===== src/sv/pcm_format_convert_with_gain_macros.svh =====
// ----------------------------------------------------------------------------
// PCM format converter assertion macros
// Shared assertion forms for the converter; all are clocked on clk and
// disabled while rst_n is low.
// ----------------------------------------------------------------------------
`ifndef PCM_FORMAT_CONVERT_WITH_GAIN_MACROS_SVH
`define PCM_FORMAT_CONVERT_WITH_GAIN_MACROS_SVH

// antecedent implies consequent in the same cycle
`define PFC_ASSERT_SAME(label, ante, cons) \
    label: assert property (@(posedge clk) disable iff (!rst_n) (ante) |-> (cons)) \
        else $error("pcm converter: same-cycle check failed");

// antecedent implies consequent in the next cycle
`define PFC_ASSERT_NEXT(label, ante, cons) \
    label: assert property (@(posedge clk) disable iff (!rst_n) (ante) |=> (cons)) \
        else $error("pcm converter: next-cycle check failed");

`endif


===== src/sv/pcmfc_pkg.sv =====
// ----------------------------------------------------------------------------
// PCM format converter package
// Format codes, widths and reset values shared by the converter.
// ----------------------------------------------------------------------------
package pcmfc_pkg;

    localparam int RAW_W  = 32;
    localparam int PCM_W  = 16;
    localparam int FMT_W  = 2;
    localparam int VOL_W  = 9;

    localparam logic [FMT_W-1:0] FMT_U8  = 2'd0;
    localparam logic [FMT_W-1:0] FMT_S16 = 2'd1;
    localparam logic [FMT_W-1:0] FMT_F32 = 2'd2;

    localparam logic [VOL_W-1:0] VOL_RESET = 9'd179;
    localparam logic [VOL_W-1:0] VOL_UNITY = 9'd256;

    // register indexes on the configuration port
    localparam logic REG_FORMAT = 1'b0;
    localparam logic REG_VOLUME = 1'b1;

    // float scale factor 32767 as an integer multiplier
    localparam logic [14:0] F32_SCALE = 15'd32767;

endpackage


===== src/sv/pcm_format_convert_with_gain.sv =====
// Data path: an input transfer loads the input register, then the sample moves
// through the product, conversion and output registers before the result is valid.
// Throughput: one sample per cycle; the whole pipeline stalls only while a
// result is held by out_ready low.
// Reset: asynchronous active-low rst_n clears all valid flags and sets
// fmt_reg to signed 16-bit and vol_reg to 179.
// ----------------------------------------------------------------------------
// PCM format converter with gain
// Reads a raw word as unsigned 8-bit, signed 16-bit or float32, converts it
// to signed 16-bit PCM and applies a Q8 volume with arithmetic shift.
// ----------------------------------------------------------------------------
`include "pcm_format_convert_with_gain_macros.svh"

module pcm_format_convert_with_gain (
    input  logic        clk,
    input  logic        rst_n,
    input  logic        cfg_wr_en,
    input  logic        cfg_index,
    input  logic [8:0]  cfg_wdata,
    input  logic        in_valid,
    output logic        in_ready,
    input  logic [31:0] raw_sample,
    output logic        out_valid,
    input  logic        out_ready,
    output logic signed [15:0] pcm_sample
);

    // configuration registers
    logic [1:0] fmt_reg;
    logic [8:0] vol_reg;

    always_ff @(posedge clk or negedge rst_n)
    begin
        if (!rst_n)
        begin
            fmt_reg <= pcmfc_pkg::FMT_S16;
            vol_reg <= pcmfc_pkg::VOL_RESET;
        end
        else if (cfg_wr_en)
        begin
            unique case (cfg_index)
                pcmfc_pkg::REG_FORMAT: fmt_reg <= cfg_wdata[1:0];
                pcmfc_pkg::REG_VOLUME: vol_reg <= cfg_wdata;
                default: ;
            endcase
        end
    end

    // pipeline advance: whole pipe moves unless a result is held
    logic adv;
    assign adv      = !out_valid || out_ready;
    assign in_ready = adv;

    // stage 0: input register
    logic        in_v_reg;
    logic [31:0] raw_reg;

    always_ff @(posedge clk or negedge rst_n)
    begin
        if (!rst_n)
            in_v_reg <= 1'b0;
        else if (adv)
            in_v_reg <= in_valid;
    end

    always_ff @(posedge clk)
    begin
        if (adv && in_valid)
            raw_reg <= raw_sample;
    end

    // stage 1: float mantissa times 32767
    logic [23:0] mant;
    logic [38:0] prod_next;
    assign mant      = {(raw_reg[30:23] != 8'd0), raw_reg[22:0]};
    assign prod_next = 39'(mant) * 39'(pcmfc_pkg::F32_SCALE);

    logic        prod_v_reg;
    logic [38:0] prod_reg;
    logic [31:0] praw_reg;

    always_ff @(posedge clk or negedge rst_n)
    begin
        if (!rst_n)
            prod_v_reg <= 1'b0;
        else if (adv)
            prod_v_reg <= in_v_reg;
    end

    always_ff @(posedge clk)
    begin
        if (adv && in_v_reg)
        begin
            prod_reg <= prod_next;
            praw_reg <= raw_reg;
        end
    end

    // stage 2: round product to single precision, truncate, clamp, select
    logic [7:0]  exp_b;
    logic        f_sign;
    logic        f_nan;
    logic        f_sat;
    logic        rup15;
    logic        rup14;
    logic [39:0] vr;
    logic [7:0]  sh;
    logic [39:0] mag_full;
    logic [17:0] mag;
    logic [15:0] f_mag;
    logic signed [15:0] f_res;
    logic signed [15:0] conv_next;

    always_comb
    begin
        exp_b  = praw_reg[30:23];
        f_sign = praw_reg[31];
        f_nan  = (exp_b == 8'hFF) && (praw_reg[22:0] != 23'd0);
        f_sat  = (exp_b > 8'd127);
        // round to nearest even on 24 significant bits
        rup15 = (prod_reg[14:0] > 15'h4000)
              || ((prod_reg[14:0] == 15'h4000) && prod_reg[15]);
        rup14 = (prod_reg[13:0] > 14'h2000)
              || ((prod_reg[13:0] == 14'h2000) && prod_reg[14]);
        if (prod_reg[38])
            vr = {1'b0, prod_reg[38:15], 15'd0} + (rup15 ? 40'h8000 : 40'd0);
        else
            vr = {1'b0, prod_reg[38:14], 14'd0} + (rup14 ? 40'h4000 : 40'd0);
        // value = vr * 2^(E-150); truncation toward zero on magnitude
        sh = 8'd150 - exp_b;
        if (sh >= 8'd40)
            mag_full = 40'd0;
        else
            mag_full = vr >> sh[5:0];
        mag = mag_full[17:0];
        if (f_sign)
        begin
            if (f_sat || mag >= 18'd32768)
                f_mag = 16'h8000;
            else
                f_mag = mag[15:0];
            f_res = -$signed(f_mag);
        end
        else
        begin
            if (f_sat || mag >= 18'd32767)
                f_mag = 16'h7FFF;
            else
                f_mag = mag[15:0];
            f_res = $signed(f_mag);
        end
        if (f_nan)
            f_res = 16'sd0;

        case (fmt_reg)
            pcmfc_pkg::FMT_U8:  conv_next = {~praw_reg[7], praw_reg[6:0], 8'd0};
            pcmfc_pkg::FMT_F32: conv_next = f_res;
            default:            conv_next = praw_reg[15:0];
        endcase
    end

    logic               conv_v_reg;
    logic signed [15:0] conv_reg;

    always_ff @(posedge clk or negedge rst_n)
    begin
        if (!rst_n)
            conv_v_reg <= 1'b0;
        else if (adv)
            conv_v_reg <= prod_v_reg;
    end

    always_ff @(posedge clk)
    begin
        if (adv && prod_v_reg)
            conv_reg <= conv_next;
    end

    // stage 3: Q8 gain, floor by arithmetic shift
    logic [8:0]         vol_eff;
    logic signed [25:0] gprod;
    logic signed [15:0] out_next;

    always_comb
    begin
        vol_eff  = (vol_reg > pcmfc_pkg::VOL_UNITY) ? pcmfc_pkg::VOL_UNITY : vol_reg;
        gprod    = 26'(conv_reg) * $signed({17'd0, vol_eff});
        out_next = 16'(gprod >>> 8);
    end

    logic               out_v_reg;
    logic signed [15:0] out_reg;

    always_ff @(posedge clk or negedge rst_n)
    begin
        if (!rst_n)
            out_v_reg <= 1'b0;
        else if (adv)
            out_v_reg <= conv_v_reg;
    end

    always_ff @(posedge clk)
    begin
        if (adv && conv_v_reg)
            out_reg <= out_next;
    end

    assign out_valid  = out_v_reg;
    assign pcm_sample = out_reg;

    // assertions
    `PFC_ASSERT_NEXT(a_held_stable, out_valid && !out_ready, out_valid && $stable(pcm_sample))
    `PFC_ASSERT_NEXT(a_accept_fills, in_valid && in_ready, in_v_reg)
    `PFC_ASSERT_NEXT(a_conv_to_out, conv_v_reg && adv, out_valid)
    `PFC_ASSERT_SAME(a_held_stalls, out_valid && !out_ready, !in_ready)

endmodule


===== config.mk =====
export PLATFORM = sky130hd
export DESIGN_NAME = pcm_format_convert_with_gain
export DESIGN_NICKNAME = d
export VERILOG_FILES = /design/src/sv/pcmfc_pkg.sv /design/src/sv/pcm_format_convert_with_gain.sv
export VERILOG_INCLUDE_DIRS = /design/src /design/src/sv
export SDC_FILE = /design/constraint.sdc
export NUM_CORES = 1
export LEC_CHECK = 0
export BUFFER_PORTS_ARGS = -buffer_cell sky130_fd_sc_hd__buf_2
export CAP_MARGIN = 10
export CORE_MARGIN = 2
export CORE_UTILIZATION = 56
export CTS_CLUSTER_SIZE = 20
export DETAILED_ROUTE_END_ITERATION = 10
export PLACE_DENSITY_LB_ADDON = 0.1
export SLEW_MARGIN = 20
export SYNTH_ARGS = -nofsm -noshare
export SYNTH_HDL_FRONTEND = slang
export SYNTH_SLANG_ARGS = --single-unit

===== constraint.sdc =====
create_clock -name clk -period 16.6 [get_ports clk]
set_input_delay 0 -clock clk [delete_from_list [all_inputs] [get_ports clk]]
set_output_delay 0 -clock clk [all_outputs]
set_load 0.01 [all_outputs]

==> results_dict.tcl, run 1 <==
set metrics [dict create \
    hp-class "in -> reg" \
    synth_top_cell_by_area "fa_1" \
    cp_common_cell "fa_1" \
    routed_wl_um 55970 \
    hold_ws_ns 0.01123 \
    syn2layout_area_growth_pct 8.582 \
    grt_setup_unrepaired "no" \
    tightestPinTransition_ns 0.9891 \
    nNetsFinal 2594 \
    io_pins 65 \
    path_depth 22 \
    synth_area_per_cell_um2 10.05 \
    cts_tree "built" \
    async_flop_share 0.1007 \
    path_cells "fa_1 -> fa_1 -> fa_1 -> inv_1 -> fa_1 -> fa_1 -> inv_1 -> fa_1 -> ha_1 -> a21o_1 -> a21oi_1 -> nand2_1 -> a21oi_1 -> o21ai_0 -> a31o_2 -> o31a_1 -> a41o_1 -> o41ai_1 -> o21ai_0 -> a21o_1 -> a21oi_1 -> xnor2_1" \
    first_pass_iters 6 \
    die_w_um 195.5 \
    worst_setup_path_start_kind "register" \
    seq_area_um2 4407 \
    reg2reg_to "prod_reg[36]$_DFFE_PP_" \
    grt_usage 0.3092 \
    htreeDepth 4 \
    endpoint_kind "register" \
    cpPeakStageDelay_ns 0.69 \
    detail_route.vias_per_cell 6.111 \
    multi_input_comb_area_um2 14740 \
    die_h_um 195.5 \
    numCtsBuffers 17 \
    synth_fp_nets 2529 \
    maxSlewHeadroom 0.3392 \
    postCtsResizedCells 0 \
    num_rows 70 \
    worstPathArrival_ns 7.60 \
    netlist_top_cells_count "289 x fa_1, 283 x inv_1, 170 x nand2_1" \
    ys_types 108 \
    finalClockSkew_ns 0.02006 \
    grt.overflow.total 0 \
    path_delay_family "adder cells" \
    worstHoldStart "out_ready" \
    hold_depth 3 \
    dp_hpwl_um 44530 \
    drcViolationCount 0 \
    start_util 0.5652 \
    max-cap-violations 0 \
    cp.required_ns 16.80 \
    r2r_slack_ns 9.20 \
    critPathBufInv 2 \
    clockRootBuffer "clkbuf_16" \
    clkLatencyLatePin_ns 0.46 \
    yosys.cell_count.top_type "fa_1" \
    clkSinkCount 149 \
    crit_type "reg -> reg" \
    wl_per_cell_um 21.60 \
    setup_viol 0 \
    clk_path_buf_depth 2 \
    clkTransAtPathRegs_ns 0.07 \
    dieArea_um2 38230 \
    antenna_found_initial 0 \
    ys_seq_area_frac 0.2145 \
    worstRegToRegCells 22 \
    syn_inst 2045 \
    setup_tns_ns 0 \
    nFillCells 3017 \
    netlist_top_cells_area "fa_1 28%, edfxtp_1 20%, ha_1 9.0%, inv_1 5.2%, nand2_1 3.1%" \
    drive_above_1_share 0.09091 \
    vias 15830 \
    critPathSlowestCell "fa_1" \
    min_to "out_valid$_DFFE_PN0N_" \
    antenna_cells 0 \
    outcome "finished, final reports clean" \
    grt_pass1_vias 16470 \
    synth_edf_count 134 \
    core_um2 36350 \
    grt_max_degree 71 \
    drtIter0Drc 1444 \
    yosysWarningCount 0 \
    largest_reg_flops 39 \
    finalCritPeriodShare 0.4460 \
    worstReg2RegStart "raw_reg[8]$_DFFE_PP_" \
    synth_top_area_frac 0.2816 \
    antenna_left 0 \
    port-buffer-count 64 \
    drv_slew 0 \
    grt_pass1_wl_um 90390 \
    yosys_register_bits 149 \
    synth_area_um2 20540 \
    synthFlopType "edfxtp_1" \
    min_period_ns 7.404 \
    hold_violations 0 \
    path_max_fanout 4 \
    max_freq_ghz 0.1351 \
    gp_congestion 0.9676 \
]
==> layout make-up <==
| type | instances | share of cell area |
|---|---|---|
| clock inverter | 10 | 0.003478 |
| timing repair buffer | 127 | 0.04072 |
| tap | 468 | 0.02625 |
| multi-input combinational | 1530 | 0.6608 |
| sequential | 149 | 0.1976 |
| clock buffer | 22 | 0.02322 |
| inverter | 285 | 0.04796 |
==> cells by family after synthesis <==
kind of cell / share of synthesized area
flip-flops: 0.2145
adder cells (fa/ha/maj): 0.3718
AO/OA/AOI/OAI: 0.1369
multiplexers: 0.02034
XOR/XNOR: 0.03198
AND/OR/NAND/NOR: 0.1553
buffers and inverters: 0.06919
==> layout by cell type (no fill, tap or decap), drive strengths merged, types with 37 or more instances in the layout <==
cell	Yosys	routed
fa	289	289
inv	283	289
nand2	170	170
ha	148	148
edfxtp	134	134
nor2	98	98
and2	95	95
buf	38	81
a21oi	78	78
o21ai	65	65
xnor2	53	53
dlygate4sd3	0	46
nor3	44	44
nand3	37	37
==> metal layers <==
layer	global-route usage	vias up	wire length, µm
met3	0.04370	118	3632
met1	0.4207	7888	24060
met2	0.5094	630	26350
met5	0	-	0
li1	-	7197	-
met4	0.1117	0	1927
==> worst register-to-register path, stage by stage, from the launching register on <==
cell,delay (ns)
edfxtp_1,0.49
fa_1,0.69
fa_1,0.51
fa_1,0.58
inv_1,0.06
fa_1,0.46
fa_1,0.55
inv_1,0.05
fa_1,0.47
ha_1,0.37
a21o_1,0.18
a21oi_1,0.17
nand2_1,0.07
a21oi_1,0.26
o21ai_0,0.20
a31o_2,0.26
o31a_1,0.28
a41o_1,0.27
o41ai_1,0.43
o21ai_0,0.29
a21o_1,0.23
a21oi_1,0.17
xnor2_1,0.08
==> worst max path at each step <==
stage | start | to
after floorplan | raw_reg[24]$_DFFE_PP_ | prod_reg[36]$_DFFE_PP_
after global placement | raw_reg[8]$_DFFE_PP_ | prod_reg[36]$_DFFE_PP_
after detailed placement | raw_reg[8]$_DFFE_PP_ | prod_reg[36]$_DFFE_PP_
after CTS | raw_reg[8]$_DFFE_PP_ | prod_reg[36]$_DFFE_PP_
after global routing | raw_reg[4]$_DFFE_PP_ | prod_reg[33]$_DFFE_PP_
final | raw_reg[8]$_DFFE_PP_ | prod_reg[36]$_DFFE_PP_
==> metrics by stage <==
step           std cells  worst slack (ns)  cell area [µm²]    util
6_report            2591             9.196            22310  0.6137
5_1_grt             2591             8.899            22310  0.6137
4_1_cts             2591             9.196            22300  0.6134
3_5_place_dp        2513             9.246            21240  0.5844
3_3_place_gp        2513             9.392            21240  0.5844
2_1_floorplan       2045             9.945            20540       -
==> what timing repair did <==
| action | 4_1_cts | 5_1_grt |
|---|---|---|
| hold buffers | 46 | 0 |
| setup buffers | 0 | 0 |
| endpoints found under the hold margin | 59 | 0 |
Power of run 1 is left out: the tool's default activity adds up to more than one toggle a clock period on the data nets, which glitch-free logic cannot reach.
==> inputs of run 2 (changes only) <==
clock period = 6.5 ns   (was 16.6 ns; I/O delays follow)
==> run 2 against run 1 <==
The run now ends with negative setup slack left. First-iteration DRC count shrank 9.2%. Clock-buffer cell count rose by 1. Global-route usage up 1.4 points. Largest cell class unchanged. Highest routed layer unchanged.
==> results_dict.tcl, run 2 (synthesis gave the netlist of run 1 again) <==
set metrics [dict create \
    dp_hpwl_um 47650 \
    largest_reg_flops 39 \
    antenna_found_initial 0 \
    clockRootBuffer "clkbuf_16" \
    timing.final.ws_setup_ns -0.009490 \
    io_pins 65 \
    maxSlewHeadroom 0.2997 \
    dieArea_um2 38230 \
    syn2layout_area_growth_pct 17.03 \
    drtIter0Drc 1311 \
    die_w_um 195.5 \
    num_rows 70 \
    grt.overflow.total 0 \
    layout_common_cells "280 x inv_1, 269 x fa_1, 195 x buf_4" \
    routed_wl_um 60100 \
    vias 16720 \
    grt_pass1_vias 17230 \
    seq_area_um2 4407 \
    core_um2 36350 \
    antenna_cells 0 \
    min_period_ns 6.509 \
    max_freq_ghz 0.1536 \
    finalClockSkew_ns 0.01063 \
    die_h_um 195.5 \
    crit_type "reg -> reg" \
    first_pass_iters 5 \
    grt_pass1_wl_um 94320 \
    htreeDepth 4 \
    worst_setup_path_start_kind "register" \
    cts_tree "built" \
    path_cells "buf_4 -> fa_2 -> fa_1 -> fa_1 -> inv_1 -> fa_1 -> fa_1 -> inv_2 -> fa_1 -> ha_4 -> a21o_1 -> a21oi_2 -> nand2_1 -> a21oi_2 -> o21ai_2 -> a31o_4 -> o31a_1 -> a41o_1 -> o41ai_2 -> o21ai_1 -> a21o_1 -> a21oi_2 -> xnor2_1" \
    drv_slew 0 \
    grt_usage 0.3229 \
    port-buffer-count 64 \
    tightestPinTransition_ns 1.048 \
    endpoint_kind "register" \
    max-cap-violations 0 \
    detail_route.vias_per_cell 6.023 \
    antenna_left 0 \
    clk_path_buf_depth 2 \
    finalCritPeriodShare 1.001 \
    drcViolationCount 0 \
    utilization 0.6614 \
    hold_violations 0 \
    gp_congestion 0.9584 \
    path_max_fanout 3 \
    setup_viol 1 \
    preCtsSetupSlack_ns -0.3092 \
    hp-class "in -> reg" \
    clkTransAtPathRegs_ns 0.07 \
    violations "negative setup slack" \
    multi_input_comb_area_um2 15040 \
    cpPeakStageDelay_ns 0.57 \
    final_common_cell "inv_1" \
    outcome "finished with violations" \
    grt_setup_unrepaired "yes" \
    grt_max_degree 71 \
    critPathSlowestCell "fa_2" \
    clkSinkCount 149 \
    clkLatencyLatePin_ns 0.44 \
    drive_above_1_share 0.1886 \
    start_util 0.5652 \
    cp_common_cell "fa_1" \
    cp.required_ns 6.70 \
    numCtsBuffers 17 \
    wl_per_cell_um 21.66 \
    worstPathArrival_ns 6.71 \
    nFillCells 2866 \
    nNetsFinal 2778 \
]
run 2: changes by cell type in the layout (fill, tap and decap cells not counted), sizes merged:
cell | before | now
inv | 289 | 288
buf | 81 | 264
dlygate4sd3 | 46 | 47
clkbuf | 22 | 23
run 2: area by class of cell:
cell class / instances / share of cell area
Multi-Input combinational cell: 1530 / 0.6257
Sequential cell: 149 / 0.1833
Timing Repair Buffer: 311 / 0.09613
Inverter: 285 / 0.04450
Tap cell: 468 / 0.02436
Clock buffer: 23 / 0.02300
Clock inverter: 9 / 0.002967
run 2: per-stage QoR:
stage / hold slack (ns) / cells / setup TNS, ns / area, µm²
floorplan: -0.2956 / 2045 / 0 / 20550
global placement: -0.08525 / 2666 / -0.7861 / 22400
detailed placement: -0.08029 / 2666 / -1.370 / 22400
CTS: 0.01531 / 2759 / 0 / 23750
global route: 0.05149 / 2775 / -0.9132 / 24040
finish: 0.05251 / 2775 / -0.009490 / 24040
run 2: worst paths after layout:
check / depth (start not counted) / from / endpoint / slack [ns]
max in group asynchronous: 3 / rst_n / in_v_reg$_DFFE_PN0N_ / 5.48
hold / removal: 3 / cfg_wr_en / fmt_reg[0]$_DFFE_PN1P_ / 0.05
hold reg to reg: 0 / raw_reg[31]$_DFFE_PP_ / praw_reg[31]$_DFFE_PP_ / 0.43
setup / recovery: 23 / raw_reg[7]$_DFFE_PP_ / prod_reg[36]$_DFFE_PP_ / -0.009
setup reg to reg: 23 / raw_reg[7]$_DFFE_PP_ / prod_reg[36]$_DFFE_PP_ / -0.009
min in group asynchronous: 2 / rst_n / vol_reg[1]$_DFFE_PN1P_ / 0.14
run 2: what timing repair did:
action / in CTS / in global routing
setup buffers: 14 / 16
pin swaps: 39 / 26
setup endpoints to repair: 9 / 12
hold endpoints to repair: 60 / 0
gates resized for setup: 42 / 33
hold buffers: 47 / 0
run 2: critical path: cells and delay by family, from the launching register on:
kind,cells,cell delay [ns]
buffers and inverters,3,0.25
XOR/XNOR,1,0.09
AND/OR/NAND/NOR,1,0.08
flip-flops,1,0.39
AO/OA/AOI/OAI,11,2.08
adder cells (fa/ha/maj),7,3.37
run 2: per-layer routing:
metal,routed length [µm],GRT usage
met5,0,0
met1,25480,0.4439
met2,29060,0.5368
met3,3827,0.04680
met4,1731,0.09273
Power of run 2 is left out for the same reason.
